$ cat config.mk
export PLATFORM = sky130hd
export DESIGN_NAME = lcs_cell
export DESIGN_NICKNAME = d
export VERILOG_FILES = /design/src/sv/lcs_pkg.sv /design/src/sv/lcs_cell.sv
export SDC_FILE = /design/constraint.sdc
export NUM_CORES = 1
export LEC_CHECK = 0
export BUFFER_PORTS_ARGS = -buffer_cell sky130_fd_sc_hd__buf_2
export CORE_MARGIN = 5
export CORE_UTILIZATION = 60
export CTS_CLUSTER_DIAMETER = 200
export DETAILED_ROUTE_END_ITERATION = 10
export PLACE_DENSITY = 0.81
export SLEW_MARGIN = 20
export SYNTH_ARGS = -nofsm -noshare
export SYNTH_HDL_FRONTEND = slang
export SYNTH_SLANG_ARGS = --single-unit
$ cat constraint.sdc
create_clock -name clk -period 7.12 [get_ports clk]
set_input_delay 1.068 -clock clk [delete_from_list [all_inputs] [get_ports clk]]
set_output_delay 1.068 -clock clk [all_outputs]
set_load 0.02 [all_outputs]
$ cat src/sv/lcs_pkg.sv
package lcs_pkg;

    localparam int MAX_LEN_DEF     = 64;
    localparam int SYMBOL_BITS_DEF = 8;

    localparam logic [1:0] FUNC_LOAD_A   = 2'd0;
    localparam logic [1:0] FUNC_LOAD_B   = 2'd1;
    localparam logic [1:0] FUNC_COMPUTE  = 2'd2;
    localparam logic [1:0] FUNC_UNUSED   = 2'd3;

    // Traceback bits stored per table cell.
    localparam int BIT_EQ   = 0;
    localparam int BIT_LEFT = 1;

endpackage

$ cat src/sv/lcs_cell.sv
module lcs_cell #(
    parameter int SYM_W = 8,
    parameter int SCORE_W = 7,
    parameter int IDX_W = 6,
    parameter int DEPTH = 64
) (
    input  logic               clk,
    input  logic               rst_n,
    input  logic               clear,
    input  logic               load_en,
    input  logic [SYM_W-1:0]   load_sym,
    input  logic               in_v,
    input  logic [IDX_W-1:0]   in_row,
    input  logic [SYM_W-1:0]   in_sym,
    input  logic [SCORE_W-1:0] in_score,
    input  logic [SCORE_W-1:0] in_diag,
    output logic               out_v,
    output logic [IDX_W-1:0]   out_row,
    output logic [SYM_W-1:0]   out_sym,
    output logic [SCORE_W-1:0] out_score,
    output logic [SCORE_W-1:0] out_diag,
    input  logic [IDX_W-1:0]   rd_addr,
    output logic [1:0]         rd_bits
);
    import lcs_pkg::*;

    logic [SYM_W-1:0]   b_reg;
    logic [SCORE_W-1:0] score_reg;
    logic [SCORE_W-1:0] prev_reg;
    logic               v_reg;
    logic [IDX_W-1:0]   row_reg;
    logic [SYM_W-1:0]   sym_reg;
    logic [1:0]         bits_mem [DEPTH];
    logic [1:0]         rd_reg;
    logic               eq;
    logic [SCORE_W-1:0] score_next;
    logic [1:0]         wbits;

    always_comb
    begin
        eq = (in_sym == b_reg);
        if (eq)
        begin
            score_next = in_diag + SCORE_W'(1);
        end
        else
        begin
            score_next = (score_reg > in_score) ? score_reg : in_score;
        end
        wbits = '0;
        wbits[BIT_EQ] = eq;
        wbits[BIT_LEFT] = (score_next == in_score);
    end

    always_ff @(posedge clk or negedge rst_n)
    begin
        if (!rst_n)
        begin
            v_reg <= 1'b0;
        end
        else
        begin
            v_reg <= in_v;
        end
    end

    always_ff @(posedge clk)
    begin
        if (load_en)
        begin
            b_reg <= load_sym;
        end
        if (clear)
        begin
            score_reg <= '0;
            prev_reg  <= '0;
        end
        else if (in_v)
        begin
            score_reg <= score_next;
            prev_reg  <= score_reg;
            bits_mem[in_row] <= wbits;
        end
        row_reg <= in_row;
        sym_reg <= in_sym;
        rd_reg  <= bits_mem[rd_addr];
    end

    assign out_v     = v_reg;
    assign out_row   = row_reg;
    assign out_sym   = sym_reg;
    assign out_score = score_reg;
    assign out_diag  = prev_reg;
    assign rd_bits   = rd_reg;

endmodule

## Yosys cells after proc, flatten, opt, wreduce, memory -nomap -nowiden

Memory sizes are Yosys's and may differ from the RTL's. A register that Yosys moved wholly into a read port is not among the register bits.
Cells that the tools add are included.
Widths: inputs -> output; s select.

- Register bits after elaboration: 37
- Bits in writable memories: 128
- Input port bits: 47
- Output and inout bits: 31
- Logic and storage cells: 16
- Memories: 1

- Add/sub/neg operators: 1
- $lt $le $gt $ge: 1
- Eq/ne operators: 2
- Muxes and demuxes: 5

Memories:

| name | words | width | rd ports | clocked after Yosys merged registers in | wr ports | RTL line | RTL |
|---|---|---|---|---|---|---|---|
| bits_mem | 64 | 2 | 1 | 1 | 1 | lcs_cell.sv:33 | `logic [1:0] bits_mem [DEPTH];` |

Operators with widths:

| cell | number |
|---|---|
| $mux 7 | 2 |
| $eq 8x8->1 | 1 |
| $add 7x1->7 const B | 1 |
| $eq 7x7->1 | 1 |
| $gt 7x7->1 | 1 |
| $mux 1 | 3 |

## Longest topological paths before layout

- Word-level depth: 4
- Depth in mapped cells: 7
- Depth with buffers taken out: 7

## Least setup slack after synthesis

Ideal clock, no wire load.

- Path kind: in2reg
- Start: in in_sym[2]
- End: mem bits_mem[0][1] (data pin)
- Library setup time: 0.565 ns
- Arrival time: 4.448 ns
- Data required time: 6.555 ns
- Slack: 2.108 ns
- Stages on the path: 7
- Path buffers: 1
- Path through: xnor2_1 > nand4_1 > or2_2 > clkbuf_1 > clkinv_1 > o2111ai_1 > a22oi_1

- Longest elaborated chain between the ends: 3

Ends and longest elaborated chain:

| what | RTL line | RTL |
|---|---|---|
| start: declaration | lcs_cell.sv:14 | `input logic [SYM_W-1:0] in_sym,` |
| $eq 8x8->1 | lcs_cell.sv:41 | `eq = (in_sym == b_reg);` |
| net eq | lcs_cell.sv:35 | `logic eq;` |
| $mux 7 | lcs_cell.sv:42 | `if (eq)` |
| $eq 7x7->1 | lcs_cell.sv:52 | `wbits[BIT_LEFT] = (score_next == in_score);` |
| net wbits[1] | lcs_cell.sv:37 | `logic [1:0] wbits;` |
| end: declaration | lcs_cell.sv:33 |  |

The timed path passes the listed nets, and every way through them passes these cells.

## Final worst setup path

- Start: in in_score[4]
- End: mem bits_mem[43][1] (data pin)

- Longest elaborated chain between the ends: 4

Ends and longest elaborated chain:

| what | RTL line | RTL |
|---|---|---|
| start: declaration | lcs_cell.sv:15 | `input logic [SCORE_W-1:0] in_score,` |
| $gt 7x7->1 | lcs_cell.sv:48 | `score_next = (score_reg > in_score) ? score_reg : in_score;` |
| $mux 7 | lcs_cell.sv:48 |  |
| $mux 7 | lcs_cell.sv:42 |  |
| $eq 7x7->1 * | lcs_cell.sv:52 |  |
| net wbits[1] | lcs_cell.sv:37 |  |

The timed path passes the listed nets; every way through them passes the cells marked *.

==> reports/metrics.cfg <==
[outcome]
run_status=complete, no violations

[sta]
setup_viol_count_final=0
slew_at_the_pin_with_the_worst_max_slew_slack_ns=0.903
relSlewSlack_pct=39.7
post-route-worst-setup-slack_ns=4.04
timing.final.crit_period_ns=3.08
final.setup.tns_ns=0
slew_viol_final=0
setup_repair_after_global_routing_missed_its_margin=false
part_of_the_cycle_the_worst_path_needs_pct=43.3
clock_skew_ns=0.00761
clock.fmax_mhz=324
hold_viol=0

[layout]
final_design_area_no_fill_um2=8110
insertedDiodeCount=0
multi_input_comb_area_um2=2190
regArea_um2=4710
layout.cells.non_filler=697
drive_above_1_share_pct=26.5
fill_cell_total_of_the_finished_layout=757
areaGrowthSynthToFinish_pct=15.0
largest_register_ffs=128
finalNetCount=596

[clocking]
post-cts-setup-buffers=0
tritoncts=done
numCtsBuffers=17
post_cts_resized=0
clock_root_buffer=sky130_fd_sc_hd__clkbuf_16
skew_pair_late_insertion_delay_ns=0.42
numClockSinks=167
ctsHoldBuffers=0
cts-root-to-sink-buffers=2
cts.reportedPaths.clkPinSlew_ns=0.06
htreeDepth=4

[routing]
detail_route.first_pass.iterations=5
detailedRoute.firstIterationViolations=522
detail_route.wl_per_cell_um=21.1
final_wirelength_mm=14.7
antenna_left=0
drt-vias-per-instance=6.22
num_vias=4336
drc=0

[worst_setup_path]
reg2reg_setup_slack_ns=4.47
critical_path.max_stage_delay_ns=0.52
crit_slowest_cell=sky130_fd_sc_hd__buf_4
timing.critical_path.arrival_ns=3.22
ff2ff_path_depth=7
regToRegEndpoint=bits_mem[43][1]
timing.critical_path.fanout_max=64
worst_setup_path_endpoint=bits_mem[43][1]
timing.critical_path.from=in_score[4]
crit_chain=buf_2, inv_1, ha_1, nand4_1, or2_2, o21ai_1, a21oi_1, a22oi_2, buf_4
worstReg2RegStart=out_score[4]
worst-setup-path-type=primary input to flip-flop
critical_path_required_ns=7.25
setup.worst_path.start_class=primary input
cp-end-kind=flip-flop

[floorplanning]
floorplan.initialDensity_pct=61.5
pin_count=78
core.rowCount=39
dieArea_um2=14000
floorplan.core_area_um2=11500
die_h_um=118
die_width_um=118

[synthesis]
yosysWarningCount=0
synthDominantCellAreaShare_pct=57.9
synth_sequential_area_ratio_pct=66.8
synth_area_um2=7050
synthesized_net_count=519
avgSynthCellArea_um2=15.2
biggest_area_consumer_among_synthesized_cells=sky130_fd_sc_hd__edfxtp_1
synth.lib_cells_used.distinct=53
synth_ff_type=sky130_fd_sc_hd__edfxtp_1
synth-seq-cells=167
synth_enable_flop_cells=136
synthArstFlopShare_pct=0.599
synth_cells=464
cell_types_occupying_the_most_area_after_synthesis=sky130_fd_sc_hd__edfxtp_1, sky130_fd_sc_hd__dfxtp_1, sky130_fd_sc_hd__mux4_2

[global_route]
pin_count_of_the_biggest_net_entering_global_routing=73
globalRoute.totalOverflow=0
via_count_of_the_first_global_routing_pass=4538
global_route_wire_length_before_repair_mm=23.7
antenna_found_initial=0
track_usage_pct=22.0

[pwr]
p_sw_share_pct=23.2
clock_power_share_pct=41.0
p_total_mw=2.20
seqPwrFrac_pct=50.4
internal-power_mw=1.69
power.leakage_nw=3.01
power_per_cell_area_nw_per_um2=271
total_switching_power_mw=0.510
ir_worst_vdd_mv=0.213
comb_power_share_pct=8.6

[place]
dp_hpwl_mm=9.57
io_buffers=77
placement.cell_area_um2=7520
gp_congestion=0.845
dpl_worst_slack_ns=3.44
placed_cells=665

[run]
max_cap_violations=0

[hold_path]
hold_path.class=primary input to asynchronous set/reset pin

## routing by layer
metal | part of all wire, % | GRT usage, % | vias up
li1 | - | - | 1952
met3 | 9.7 | 6.83 | 30
met5 | 0 | 0 | -
met4 | 2.0 | 8.15 | 0
met1 | 40 | 29.4 | 2111
met2 | 48 | 34.3 | 243
## area by class of cell
class | count | area share [%]
inverters | 11 | 0.509
multi-input cells | 265 | 27.0
flip-flops and latches | 167 | 58.1
repair buffers | 79 | 4.97
well taps | 143 | 2.21
clock inverters | 14 | 1.82
clock buffers | 18 | 5.41
## cells in the mapped netlist, types with 5 or more instances
cell type / count
sky130_fd_sc_hd__xor2_1: 5
sky130_fd_sc_hd__nor2_1: 80
sky130_fd_sc_hd__nand3_1: 13
sky130_fd_sc_hd__dfxtp_1: 30
sky130_fd_sc_hd__mux2i_1: 10
sky130_fd_sc_hd__inv_1: 10
sky130_fd_sc_hd__mux4_1: 6
sky130_fd_sc_hd__edfxtp_1: 136
sky130_fd_sc_hd__clkbuf_1: 13
sky130_fd_sc_hd__ha_1: 8
sky130_fd_sc_hd__a21oi_1: 14
sky130_fd_sc_hd__nand2_1: 11
sky130_fd_sc_hd__mux4_2: 26
sky130_fd_sc_hd__xnor2_1: 16
sky130_fd_sc_hd__a22oi_1: 13
## worst max-delay path, delay by kind of cell
kind	cells	cell delay, ns
buffers and inverters	3	0.72
AO/OA/AOI/OAI	3	0.56
AND/OR/NAND/NOR	2	0.49
adder cells (fa/ha/maj)	1	0.31
## stage by stage
step / hold slack [ns] / utilization [%]
after global placement: 0.468 / 65.6
after detailed placement: 0.476 / 65.6
after floorplan: 0.584 / -
final: 0.407 / 70.7
after CTS: 0.390 / 70.7
after global routing: 0.385 / 70.7
## kinds of logic (layout without fill, tap and decap cells)
| family | Yosys count | after routing | synth area share [%] |
|---|---|---|---|
| AO/OA/AOI/OAI | 55 | 55 | 5.70 |
| XOR/XNOR | 22 | 22 | 2.93 |
| adder cells (fa/ha/maj) | 8 | 8 | 1.42 |
| buffers and inverters | 32 | 122 | 2.22 |
| flip-flops | 167 | 167 | 66.8 |
| multiplexers | 43 | 43 | 12.1 |
| AND/OR/NAND/NOR | 137 | 137 | 8.84 |
## power by group through the flow
stage | clock network, mW | logic, mW | registers, mW
floorplan | 0 | 0.106 | 1.14
global placement | 0 | 0.182 | 1.13
detailed placement | 0 | 0.187 | 1.13
CTS | 0.913 | 0.190 | 1.11
global route | 0.962 | 0.208 | 1.11
finish | 0.902 | 0.190 | 1.11
## how the worst min path moves through the flow
stage	start	endpoint	slack [ns]	depth (start not counted)
detailed placement	out_diag[0]	out_diag[0]	0.48	2
CTS	rst_n	out_v	0.39	1
global placement	out_diag[0]	out_diag[0]	0.47	2
global route	rst_n	out_v	0.39	1
finish	rst_n	out_v	0.41	1
floorplan	out_diag[0]	out_diag[0]	0.58	2
## placed cells by master, fill, tap and decap left out, types with 4 or more instances in the layout
cell type,netlist,routed
sky130_fd_sc_hd__mux4_1,6,6
sky130_fd_sc_hd__mux2i_1,10,10
sky130_fd_sc_hd__nand3b_1,4,4
sky130_fd_sc_hd__dfxtp_1,30,30
sky130_fd_sc_hd__inv_1,10,10
sky130_fd_sc_hd__nor3_1,4,4
sky130_fd_sc_hd__a22oi_1,13,12
sky130_fd_sc_hd__ha_1,8,8
sky130_fd_sc_hd__nor2_1,80,80
sky130_fd_sc_hd__edfxtp_1,136,136
sky130_fd_sc_hd__xnor2_1,16,16
sky130_fd_sc_hd__nand2_1,11,11
sky130_fd_sc_hd__o221a_2,4,4
sky130_fd_sc_hd__a21oi_1,14,14
sky130_fd_sc_hd__clkinvlp_4,0,5
sky130_fd_sc_hd__mux4_2,26,26
sky130_fd_sc_hd__nand3_1,13,13
sky130_fd_sc_hd__nand4_1,4,4
sky130_fd_sc_hd__buf_2,0,76
sky130_fd_sc_hd__xor2_1,5,5
sky130_fd_sc_hd__clkbuf_16,0,17
sky130_fd_sc_hd__o21ai_0,4,4
sky130_fd_sc_hd__nand2b_1,4,4
Power figures use the tool's default switching activity.
